## config.mk

```make
export PLATFORM = sky130hd
export DESIGN_NAME = lidar_serial_frame_parser_core
export DESIGN_NICKNAME = d
export VERILOG_FILES = /design/src/hw/rtl/lsfp_pkg.sv /design/src/hw/rtl/lidar_serial_frame_parser_core.sv /design/src/hw/rtl/lsfp_cfg_regs.sv /design/src/hw/rtl/lsfp_parser.sv /design/src/hw/rtl/lsfp_out_reg.sv
export VERILOG_INCLUDE_DIRS = /design/src /design/src/hw/rtl
export SDC_FILE = /design/constraint.sdc
export NUM_CORES = 1
export LEC_CHECK = 0
export ABC_AREA = 0
export BUFFER_PORTS_ARGS = -buffer_cell sky130_fd_sc_hd__buf_2
export CORE_AREA = 10 10 122 124
export CTS_CLUSTER_DIAMETER = 40
export DETAILED_ROUTE_END_ITERATION = 8
export DIE_AREA = 0 0 132 134
export PLACE_DENSITY = 0.73
export SLEW_MARGIN = 20
export SYNTH_ARGS = -nofsm -noshare
export SYNTH_HDL_FRONTEND = slang
export SYNTH_HIERARCHICAL = 1
export SYNTH_SLANG_ARGS = --single-unit
export TNS_END_PERCENT = 1
```

## constraint.sdc

```tcl
create_clock -name clk -period 3 [get_ports clk]
set_input_delay 0.6 -clock clk [delete_from_list [all_inputs] [get_ports clk]]
set_output_delay 0.6 -clock clk [all_outputs]
set_load 0.01 [all_outputs]
```

## src/hw/rtl/lidar_serial_frame_parser_core_defines.svh

```systemverilog
// assertion macros shared by the lidar frame parser rtl
// expects a clock named clk and an active high reset named rst in scope
`ifndef LIDAR_SERIAL_FRAME_PARSER_CORE_DEFINES_SVH
`define LIDAR_SERIAL_FRAME_PARSER_CORE_DEFINES_SVH

// consequent must hold in the same cycle as the antecedent
`define LSFP_ASSERT_SAME(label, ante, cons, msg) \
  label: assert property (@(posedge clk) disable iff (rst) (ante) |-> (cons)) \
    else $error(msg);

// consequent must hold in the cycle after the antecedent
`define LSFP_ASSERT_NEXT(label, ante, cons, msg) \
  label: assert property (@(posedge clk) disable iff (rst) (ante) |=> (cons)) \
    else $error(msg);

`endif

```

## src/hw/rtl/lsfp_pkg.sv

```systemverilog
// shared types and constants of the lidar serial frame parser
// no dependencies
`timescale 1ns / 1ps

package lsfp_pkg;

  // register map
  localparam int unsigned     AddrW          = 3;
  localparam logic [0:0]      RegHeaderIdx   = 1'b0;
  localparam logic [7:0]      HeaderReset    = 8'h59;

  // position within the nine byte frame, one-hot
  typedef enum logic [8:0] {
    POS_HUNT   = 9'b0_0000_0001,
    POS_HDR2   = 9'b0_0000_0010,
    POS_DIST_L = 9'b0_0000_0100,
    POS_DIST_H = 9'b0_0000_1000,
    POS_STR_L  = 9'b0_0001_0000,
    POS_STR_H  = 9'b0_0010_0000,
    POS_RSVD   = 9'b0_0100_0000,
    POS_QUAL   = 9'b0_1000_0000,
    POS_CSUM   = 9'b1_0000_0000
  } pos_t;

  // one decoded frame
  typedef struct packed {
    logic [15:0] distance_cm;
    logic [15:0] strength;
    logic [7:0]  quality;
    logic        checksum_ok;
  } frame_t;

  // request from the parser into the output register
  typedef struct packed {
    logic   valid;
    frame_t frame;
  } frame_req_t;

endpackage

```

## src/hw/rtl/lidar_serial_frame_parser_core.sv

```systemverilog
// Lidar serial frame parser, top level.
// Input channel in_valid/in_ready/rx_byte takes one received serial byte per request.
// The block hunts for two header bytes equal to the header register, then
// collects distance, strength, reserved, quality and checksum bytes.
// On the ninth byte one result request goes out on out_valid/out_ready with
// distance_cm, strength, quality and checksum_ok (low byte of the sum of the
// first eight bytes against the ninth). A bad checksum still gives a result.
// Throughput: one byte per cycle, set by the single input register stage, unless
// a checksum byte waits for the output register. Each byte is processed from the
// input register; the result is registered when the checksum byte is processed.
// When the receiver stalls, non-final bytes keep flowing; a checksum byte
// waits in the input register until the output register frees.
// Reset (rst, synchronous) restores header 0x59, empties both registers and
// returns to hunting the first header. Config: APB, header at address 0.
// depends on lsfp_pkg, lsfp_cfg_regs, lsfp_parser, lsfp_out_reg
`timescale 1ns / 1ps

module lidar_serial_frame_parser_core (
  input  logic                       clk,
  input  logic                       rst,
  input  logic                       psel,
  input  logic                       penable,
  input  logic                       pwrite,
  input  logic [lsfp_pkg::AddrW-1:0] paddr,
  input  logic [31:0]                pwdata,
  output logic [31:0]                prdata,
  output logic                       pready,
  input  logic                       in_valid,
  output logic                       in_ready,
  input  logic [7:0]                 rx_byte,
  output logic                       out_valid,
  input  logic                       out_ready,
  output logic [15:0]                distance_cm,
  output logic [15:0]                strength,
  output logic [7:0]                 quality,
  output logic                       checksum_ok
);

  logic                 [7:0] header_byte;
  logic                       out_free;
  lsfp_pkg::frame_req_t       frame_req;
  lsfp_pkg::frame_t           frame;

  // configuration registers
  lsfp_cfg_regs u_cfg (
    .clk         (clk),
    .rst         (rst),
    .psel        (psel),
    .penable     (penable),
    .pwrite      (pwrite),
    .paddr       (paddr),
    .pwdata      (pwdata),
    .prdata      (prdata),
    .pready      (pready),
    .header_byte (header_byte)
  );

  // byte register and frame state
  lsfp_parser u_parser (
    .clk         (clk),
    .rst         (rst),
    .in_valid    (in_valid),
    .in_ready    (in_ready),
    .rx_byte     (rx_byte),
    .header_byte (header_byte),
    .out_free    (out_free),
    .frame_req   (frame_req)
  );

  // result register
  lsfp_out_reg u_out (
    .clk       (clk),
    .rst       (rst),
    .frame_req (frame_req),
    .out_free  (out_free),
    .out_valid (out_valid),
    .out_ready (out_ready),
    .frame     (frame)
  );

  assign distance_cm = frame.distance_cm;
  assign strength    = frame.strength;
  assign quality     = frame.quality;
  assign checksum_ok = frame.checksum_ok;

endmodule

```

## src/hw/rtl/lsfp_cfg_regs.sv

```systemverilog
// apb register block holding the frame header byte
// depends on lsfp_pkg
`timescale 1ns / 1ps

module lsfp_cfg_regs (
  input  logic                       clk,
  input  logic                       rst,
  input  logic                       psel,
  input  logic                       penable,
  input  logic                       pwrite,
  input  logic [lsfp_pkg::AddrW-1:0] paddr,
  input  logic [31:0]                pwdata,
  output logic [31:0]                prdata,
  output logic                       pready,
  output logic [7:0]                 header_byte
);

  logic hit;
  logic wr_en;

  // decode the word index, low address bits ignored
  assign hit    = (paddr[2:2] == lsfp_pkg::RegHeaderIdx);
  assign wr_en  = psel && penable && pwrite && hit;
  assign pready = 1'b1;

  // header register
  always_ff @(posedge clk) begin
    if (rst) begin
      header_byte <= lsfp_pkg::HeaderReset;
    end else if (wr_en) begin
      header_byte <= pwdata[7:0];
    end
  end

  // read back
  always_comb begin
    prdata = 32'h0;
    if (hit) begin
      prdata = {24'h0, header_byte};
    end
  end

endmodule

```

## src/hw/rtl/lsfp_parser.sv

```systemverilog
// input byte register and frame state machine of the lidar frame parser
// depends on lsfp_pkg and lidar_serial_frame_parser_core_defines.svh
`timescale 1ns / 1ps
`include "lidar_serial_frame_parser_core_defines.svh"

module lsfp_parser (
  input  logic                 clk,
  input  logic                 rst,
  input  logic                 in_valid,
  output logic                 in_ready,
  input  logic [7:0]           rx_byte,
  input  logic [7:0]           header_byte,
  input  logic                 out_free,
  output lsfp_pkg::frame_req_t frame_req
);

  logic           in_full;
  logic           in_full_next;
  logic [7:0]     byte_q;
  lsfp_pkg::pos_t pos;
  lsfp_pkg::pos_t pos_next;
  logic [7:0]     running_sum;
  logic [7:0]     running_sum_next;
  logic [7:0]     dist_lo;
  logic [7:0]     dist_hi;
  logic [7:0]     str_lo;
  logic [7:0]     str_hi;
  logic [7:0]     qual;
  logic [7:0]     sum_add;
  logic           is_last;
  logic           proceed;
  logic           accept;

  // a byte moves on unless it completes a frame and the output is full
  assign is_last  = (pos == lsfp_pkg::POS_CSUM);
  assign proceed  = in_full && (!is_last || out_free);
  assign in_ready = !in_full || proceed;
  assign accept   = in_valid && in_ready;
  assign sum_add  = running_sum + byte_q;

  assign in_full_next = accept || (in_full && !proceed);

  // input byte register
  always_ff @(posedge clk) begin
    if (rst) begin
      in_full <= 1'b0;
    end else begin
      in_full <= in_full_next;
    end
  end

  always_ff @(posedge clk) begin
    if (accept) begin
      byte_q <= rx_byte;
    end
  end

  // next position and checksum
  always_comb begin
    pos_next         = pos;
    running_sum_next = sum_add;
    unique case (pos)
      lsfp_pkg::POS_HUNT: begin
        running_sum_next = byte_q;
        if (byte_q == header_byte) begin
          pos_next = lsfp_pkg::POS_HDR2;
        end
      end
      lsfp_pkg::POS_HDR2: begin
        if (byte_q == header_byte) begin
          pos_next = lsfp_pkg::POS_DIST_L;
        end else begin
          pos_next = lsfp_pkg::POS_HUNT;
        end
      end
      lsfp_pkg::POS_DIST_L: pos_next = lsfp_pkg::POS_DIST_H;
      lsfp_pkg::POS_DIST_H: pos_next = lsfp_pkg::POS_STR_L;
      lsfp_pkg::POS_STR_L:  pos_next = lsfp_pkg::POS_STR_H;
      lsfp_pkg::POS_STR_H:  pos_next = lsfp_pkg::POS_RSVD;
      lsfp_pkg::POS_RSVD:   pos_next = lsfp_pkg::POS_QUAL;
      lsfp_pkg::POS_QUAL:   pos_next = lsfp_pkg::POS_CSUM;
      lsfp_pkg::POS_CSUM:   pos_next = lsfp_pkg::POS_HUNT;
      default:              pos_next = lsfp_pkg::POS_HUNT;
    endcase
  end

  // frame position
  always_ff @(posedge clk) begin
    if (rst) begin
      pos <= lsfp_pkg::POS_HUNT;
    end else if (proceed) begin
      pos <= pos_next;
    end
  end

  // running sum, only updated where the hunt does not drop the byte
  always_ff @(posedge clk) begin
    if (proceed && ((pos != lsfp_pkg::POS_HUNT) || (byte_q == header_byte))) begin
      running_sum <= running_sum_next;
    end
  end

  // captured payload bytes
  always_ff @(posedge clk) begin
    if (proceed) begin
      if (pos == lsfp_pkg::POS_DIST_L) begin
        dist_lo <= byte_q;
      end
      if (pos == lsfp_pkg::POS_DIST_H) begin
        dist_hi <= byte_q;
      end
      if (pos == lsfp_pkg::POS_STR_L) begin
        str_lo <= byte_q;
      end
      if (pos == lsfp_pkg::POS_STR_H) begin
        str_hi <= byte_q;
      end
      if (pos == lsfp_pkg::POS_QUAL) begin
        qual <= byte_q;
      end
    end
  end

  // completed frame request
  assign frame_req.valid             = proceed && is_last;
  assign frame_req.frame.distance_cm = {dist_hi, dist_lo};
  assign frame_req.frame.strength    = {str_hi, str_lo};
  assign frame_req.frame.quality     = qual;
  assign frame_req.frame.checksum_ok = (running_sum == byte_q);

  `LSFP_ASSERT_SAME(a_req_into_free, frame_req.valid, out_free,
                    "frame request while output register is full")
  `LSFP_ASSERT_SAME(a_empty_ready, !in_full, in_ready,
                    "input stage empty but not ready")
  `LSFP_ASSERT_NEXT(a_csum_to_hunt, proceed && is_last, pos == lsfp_pkg::POS_HUNT,
                    "checksum byte did not return to hunt")
  `LSFP_ASSERT_NEXT(a_hdr2_miss,
                    proceed && (pos == lsfp_pkg::POS_HDR2) && (byte_q != header_byte),
                    pos == lsfp_pkg::POS_HUNT,
                    "second header mismatch did not restart hunt")

endmodule

```

## src/hw/rtl/lsfp_out_reg.sv

```systemverilog
// output register of the lidar frame parser
// depends on lsfp_pkg
`timescale 1ns / 1ps

module lsfp_out_reg (
  input  logic                 clk,
  input  logic                 rst,
  input  lsfp_pkg::frame_req_t frame_req,
  output logic                 out_free,
  output logic                 out_valid,
  input  logic                 out_ready,
  output lsfp_pkg::frame_t     frame
);

  logic out_valid_next;

  // free when empty or emptying this cycle
  assign out_free       = !out_valid || out_ready;
  assign out_valid_next = frame_req.valid || (out_valid && !out_ready);

  always_ff @(posedge clk) begin
    if (rst) begin
      out_valid <= 1'b0;
    end else begin
      out_valid <= out_valid_next;
    end
  end

  // result payload
  always_ff @(posedge clk) begin
    if (frame_req.valid) begin
      frame <= frame_req.frame;
    end
  end

endmodule
```

==> results.txt, run 1 <==
vias in the first global route - 2802
final worst slack - 709 ps
Hold Path Sink - u_parser/byte_q[6]
initial core utilization - 0.380
layout net count - 476
Multi-input gate area - 1290 sq um
clk_lat worst skew - 410 ps
H-Tree Depth - 4
Top reg by flops - u_out/frame
routed via count - 2763
max FFs per register - 41
WL/cell - 15.3 um
Max Clock Freq - 437 MHz
Final Setup Violations - 0
Initial DRC Count - 176
worst r2r src - u_parser/byte_q[3]
CP max stage delay - 490 ps
DRC - 0
Sink Count - 116
Regs by FF count - u_out/frame (41), u_parser/pos (9)
Rows - 41
power per cell area - 674 nW/um^2
Slew Viols, Final - 0
commonest non-fill, non-tap cell in the layout - edfxtp_1
register area - 3290 sq um
cell area after placement - 5260 sq um
pre-CTS setup slack - 730 ps
crit path time final - 2290 ps
# Post-CTS Setup Buffers - 0
crit path buf inv count - 1
Post-Syn Area - 4730 sq um
fill count - 1085
Synth warnings - 6
io pins - 126
Hold Buf Count CTS - 0
most frequent cells in the layout - edfxtp_1, buf_2, nor2_1, conb_1, dfxtp_1
total gr overflow - 0
global-route wire length before repair - 14700 um
Layout Utilization - 0.470
top_reg_cell synth - edfxtp_1
Mapped Avg Cell Area - 14.5 sq um
Die Width - 132 um
Seq/Total Area, Yosys - 0.696
outcome - finished, final reports clean
die footprint - 17700 sq um
Clock Tree Root - clkbuf_16
r2r endpoint - u_parser/running_sum[7]
Max transition margin - 0.468
PostCTS Resize Cnt - 0
Worst Path Arrival - 1690 ps
CP Class - flop to output pin
max-cap check violation count - 0
CTS tree - built
Tightest Pin Transition - 795 ps
Finished Layout Cells - 603
unrepaired setup endpoints after global routing - no
Worst Hold Class - input port to flop
final wirelength - 9240 um
clock skew - 8.85 ps
CP required - 2400 ps
delay-heaviest family, CP - simple AND/OR/NAND/NOR gates
I/O Buffers - 74
number of synthesized flops with an enable pin - 97
worst vdd ir - 0.000305 V
maximum number of pins on one net before global-route repair - 36
startpoint types - flop
CP max FO - 7
via density per instance - 4.58
asr flop ratio synth - 0
Final Hold Fails - 0
Total GRT Usage - 0.106
DP HPWL - 6500 um
final period utilization - 0.764
Seq cells post-synth - 116
Worst-path clk slew - 50 ps
R2R depth - 6
min-delay src - rx_byte[6]
Ant. Diodes - 0
Leak - 0.00221 uW
core area - 12500 sq um
post-route cell area - 5860 sq um
Synth cell types - 55
Die Height - 134 um
Syn-to-layout area delta - 23.9%
dpl cells - 571
crit path cell chain - nor4_4 -> nand4_1 -> buf_2
critical path's slowest cell - nor4_4
crit end category - output pin
Cells after Synth - 326
TritonCTS Buffers - 17
Setup TNS Final - 0 ps
clk buf depth - 2
DRT Pass-1 Iters - 4
layout cells sized above 1 - 0.313
Post-DRT Antenna Nets - 0
initial antenna violation count - 0
worst hold stages - 1
worst reg-to-reg setup slack - 720 ps
Routability Congestion - 0.871
==> where the power goes <==
part / internal [uW] / switching (uW)
Combinational: 56.7 / 84.1
Clock: 1310 / 718
Sequential: 1750 / 27.7
Total: 3120 / 830
==> metal layers <==
| metal | track usage | part of all wire | up-vias |
|---|---|---|---|
| met5 | 0 | 0 | - |
| met3 | 0.0463 | 0.064 | 15 |
| li1 | - | - | 1325 |
| met1 | 0.116 | 0.43 | 1320 |
| met2 | 0.177 | 0.49 | 103 |
| met4 | 0.0457 | 0.014 | 0 |
==> cell usage after synthesis (all sizes together) (2+ instances only) <==
cell	count	area, sq um
conb	2	7.51
xnor2	3	26.3
mux2i	9	90.1
clkbuf	4	15.0
a21oi	12	67.6
nor3b	3	32.5
nor2b	4	25.0
nor4	5	67.6
nand3	5	25.0
dfxtp	19	380
nand2	19	76.3
xor2	13	114
nor3	7	46.3
o2bb2ai	3	26.3
inv	7	26.3
o21ai	3	15.0
nor2	30	120
ha	7	87.6
or3	3	18.8
nand4	3	18.8
nand4b	3	26.3
buf	27	204
nand2b	11	78.8
and2	2	12.5
edfxtp	97	2910
and2b	8	70.1
==> cell families after synthesis <==
logic type / count (synthesis) / synth area share
xor+xnor: 16 / 0.0296
other cells: 2 / 0.00159
fa+ha+maj: 8 / 0.0227
buf+inv: 39 / 0.0526
compound gates: 30 / 0.0431
simple gates: 106 / 0.136
mux: 9 / 0.0190
flops: 116 / 0.696
==> per-stage QoR <==
step	hold WS, ps	power [uW]
finish	373	3950
CTS	357	3980
detailed placement	405	1950
floorplan	400	1920
global placement	402	1950
global route	358	4070
==> cell type report <==
class	instances	share of cell area
Clock buffer	17	0.0725
Clock inverter	15	0.0305
Inverter	8	0.00512
Multi-Input combinational cell	194	0.219
Sequential cell	116	0.562
Tap cell	172	0.0367
Timing Repair Buffer	81	0.0742
==> how the worst max path moves through the flow <==
stage                      endpoint  cells past startpoint                from  slack (ps)
CTS                        in_ready                      3     u_parser/pos[4]         690
global route        u_parser/pos[7]                      6  u_parser/byte_q[5]         550
finish                     in_ready                      3     u_parser/pos[4]         710
floorplan            u_out/frame[0]                      5           out_ready         480
global placement    u_parser/pos[7]                      6  u_parser/byte_q[5]         770
detailed placement  u_parser/pos[7]                      6  u_parser/byte_q[5]         730
==> worst register-to-register path, stage by stage, from the launching register on <==
cell and delay [ps]:
edfxtp_1 580, ha_1 470, nand3_1 150, o2111ai_1 140, and3_1 200, or3_1 360, xnor2_1 140
(Power assumes the default switching activity.)
==> run 2, diff against run 1 <==
==> constraint.sdc (replaced) <==
create_clock -name clk -period 2.1 [get_ports clk]
set_input_delay 0.42 -clock clk [delete_from_list [all_inputs] [get_ports clk]]
set_output_delay 0.42 -clock clk [all_outputs]
set_load 0.01 [all_outputs]
==> run 2 against run 1 <==
  * Critical path depth rose by 1
  * Global-route usage is 0.11 points higher
  * Total power is 43% higher
  * Cell area rose by 4.9%
  * Worst setup slack got worse by 650 ps
  * Largest cell class unchanged
  * Utilization up 2.3 points
  * Sequential cell count is the same
  * Cell count is 4.8% higher
  * Combinational power up 87%
  * Worst hold slack got worse by 180 ps
  * Register-to-register slack worse by 640 ps
  * First-iteration DRC count up 14%
  * Critical path type unchanged
==> results.txt, run 2 (synthesized netlist as in run 1, its figures left out) <==
DP HPWL - 6910 um
sw frac - 0.194
Routability Congestion - 0.811
Syn-to-layout area delta - 29.9%
crit end category - output pin
Final Hold Fails - 0
CTS tree - built
worst reg-to-reg setup slack - 80 ps
max-cap check violation count - 0
Internal Pwr Total - 4540 uW
global-route wire length before repair - 15000 um
DRC - 0
Slew Viols, Final - 0
I/O Buffers - 74
layout net count - 505
Setup TNS Final - 0 ps
outcome - finished, final reports clean
Die Width - 132 um
vias in the first global route - 2914
total gr overflow - 0
TritonCTS Buffers - 17
worst vdd ir - 0.000583 V
Leak - 0.00235 uW
maximum number of pins on one net before global-route repair - 43
Max Clock Freq - 490 MHz
Clock Tree Root - clkbuf_16
final period utilization - 0.972
Seq pwr share - 0.448
R2R depth - 8
worst hold stages - 1
final wirelength - 9510 um
DRT Pass-1 Iters - 4
Regs by FF count - u_out/frame (41), u_parser/pos (9)
most frequent cells in the layout - edfxtp_1, buf_2, buf_4, nor2_1, conb_1
clk_lat worst skew - 400 ps
Rows - 41
Clock power frac - 0.505
Die Height - 134 um
max FFs per register - 41
P_sw - 1090 uW
clk buf depth - 2
layout cells sized above 1 - 0.378
Initial DRC Count - 200
CP required - 1680 ps
min-delay src - rx_byte[0]
clock skew - 6.95 ps
Final Setup Violations - 0
worst r2r src - u_parser/byte_q[0]
Finished Layout Cells - 632
Sink Count - 116
Top reg by flops - u_out/frame
Comb pwr share - 0.047
Worst-path clk slew - 50 ps
Power Total - 5630 uW
initial core utilization - 0.380
Hold Path Sink - u_parser/byte_q[0]
CP Class - flop to output pin
Ant. Diodes - 0
Worst Hold Class - input port to flop
startpoint types - flop
r2r endpoint - u_parser/running_sum[6]
core area - 12500 sq um
unrepaired setup endpoints after global routing - yes
power per cell area - 916 nW/um^2
dpl cells - 594
Hold Buf Count CTS - 0
Post-DRT Antenna Nets - 0
routed via count - 2835
Layout Utilization - 0.493
H-Tree Depth - 4
io pins - 126
via density per instance - 4.49
Total GRT Usage - 0.107
crit path time final - 2040 ps
Worst Path Arrival - 1620 ps
CP max FO - 4
die footprint - 17700 sq um
WL/cell - 15.0 um
commonest non-fill, non-tap cell in the layout - edfxtp_1
initial antenna violation count - 0
==> run 2: what timing repair did <==
action,in CTS,in global routing
pin swaps,1,5
setup endpoints to repair,43,3
buffers inserted,0,5
resized for setup,4,13
==> run 2: through the flow <==
step,hold WS [ps],setup WS (ps),instance area (sq um)
after global routing,180,-7.93,6150
after global placement,405,-36.4,5430
after CTS,177,-74.1,6040
after floorplan,400,56.1,4830
final,195,59.1,6150
after detailed placement,405,-93.2,5430
==> run 2: how the worst max path moves through the flow <==
stage                       start                       to  slack, ps  depth (start not counted)
2_1_floorplan  u_parser/byte_q[1]  u_parser/running_sum[7]         60                          6
3_3_place_gp            out_ready          u_out/frame[20]        -40                          6
3_5_place_dp            out_ready          u_out/frame[20]        -90                          6
4_1_cts           u_parser/pos[4]          u_out/frame[23]        -70                          3
5_1_grt        u_parser/byte_q[0]  u_parser/running_sum[6]         -8                          8
6_report          u_parser/pos[4]                 in_ready         60                          4
==> run 2: worst max-delay path, cell delays in order (launching register included) <==
cell     delay (ps)
dfxtp_2         330
nor4_4          340
buf_4           190
nand4_1         160
buf_2           200
==> run 2: power by group through the flow <==
stage	logic, uW	clock network (uW)	registers (uW)
after floorplan	168	0	2580
after global placement	236	0	2570
after detailed placement	243	0	2570
after CTS	247	2900	2520
after global routing	290	2990	2520
final	263	2850	2520
==> run 2: cell type report <==
| class | count | area, sq um |
|---|---|---|
| repair buffers | 110 | 669 |
| flip-flops and latches | 116 | 3290 |
| fillers | 1069 | 6310 |
| multi-input cells | 194 | 1340 |
| well taps | 172 | 215 |
| clock buffers | 23 | 468 |
| inverters | 8 | 30.0 |
| clock inverters | 9 | 130 |
==> run 2: metal layers <==
metal  global-route usage  wire (um)  up-vias
met5                    0          0        -
met4               0.0457        108        0
met3               0.0403        588        7
met2                0.189       4980       83
met1                0.113       3830     1362
li1                     -          -     1383
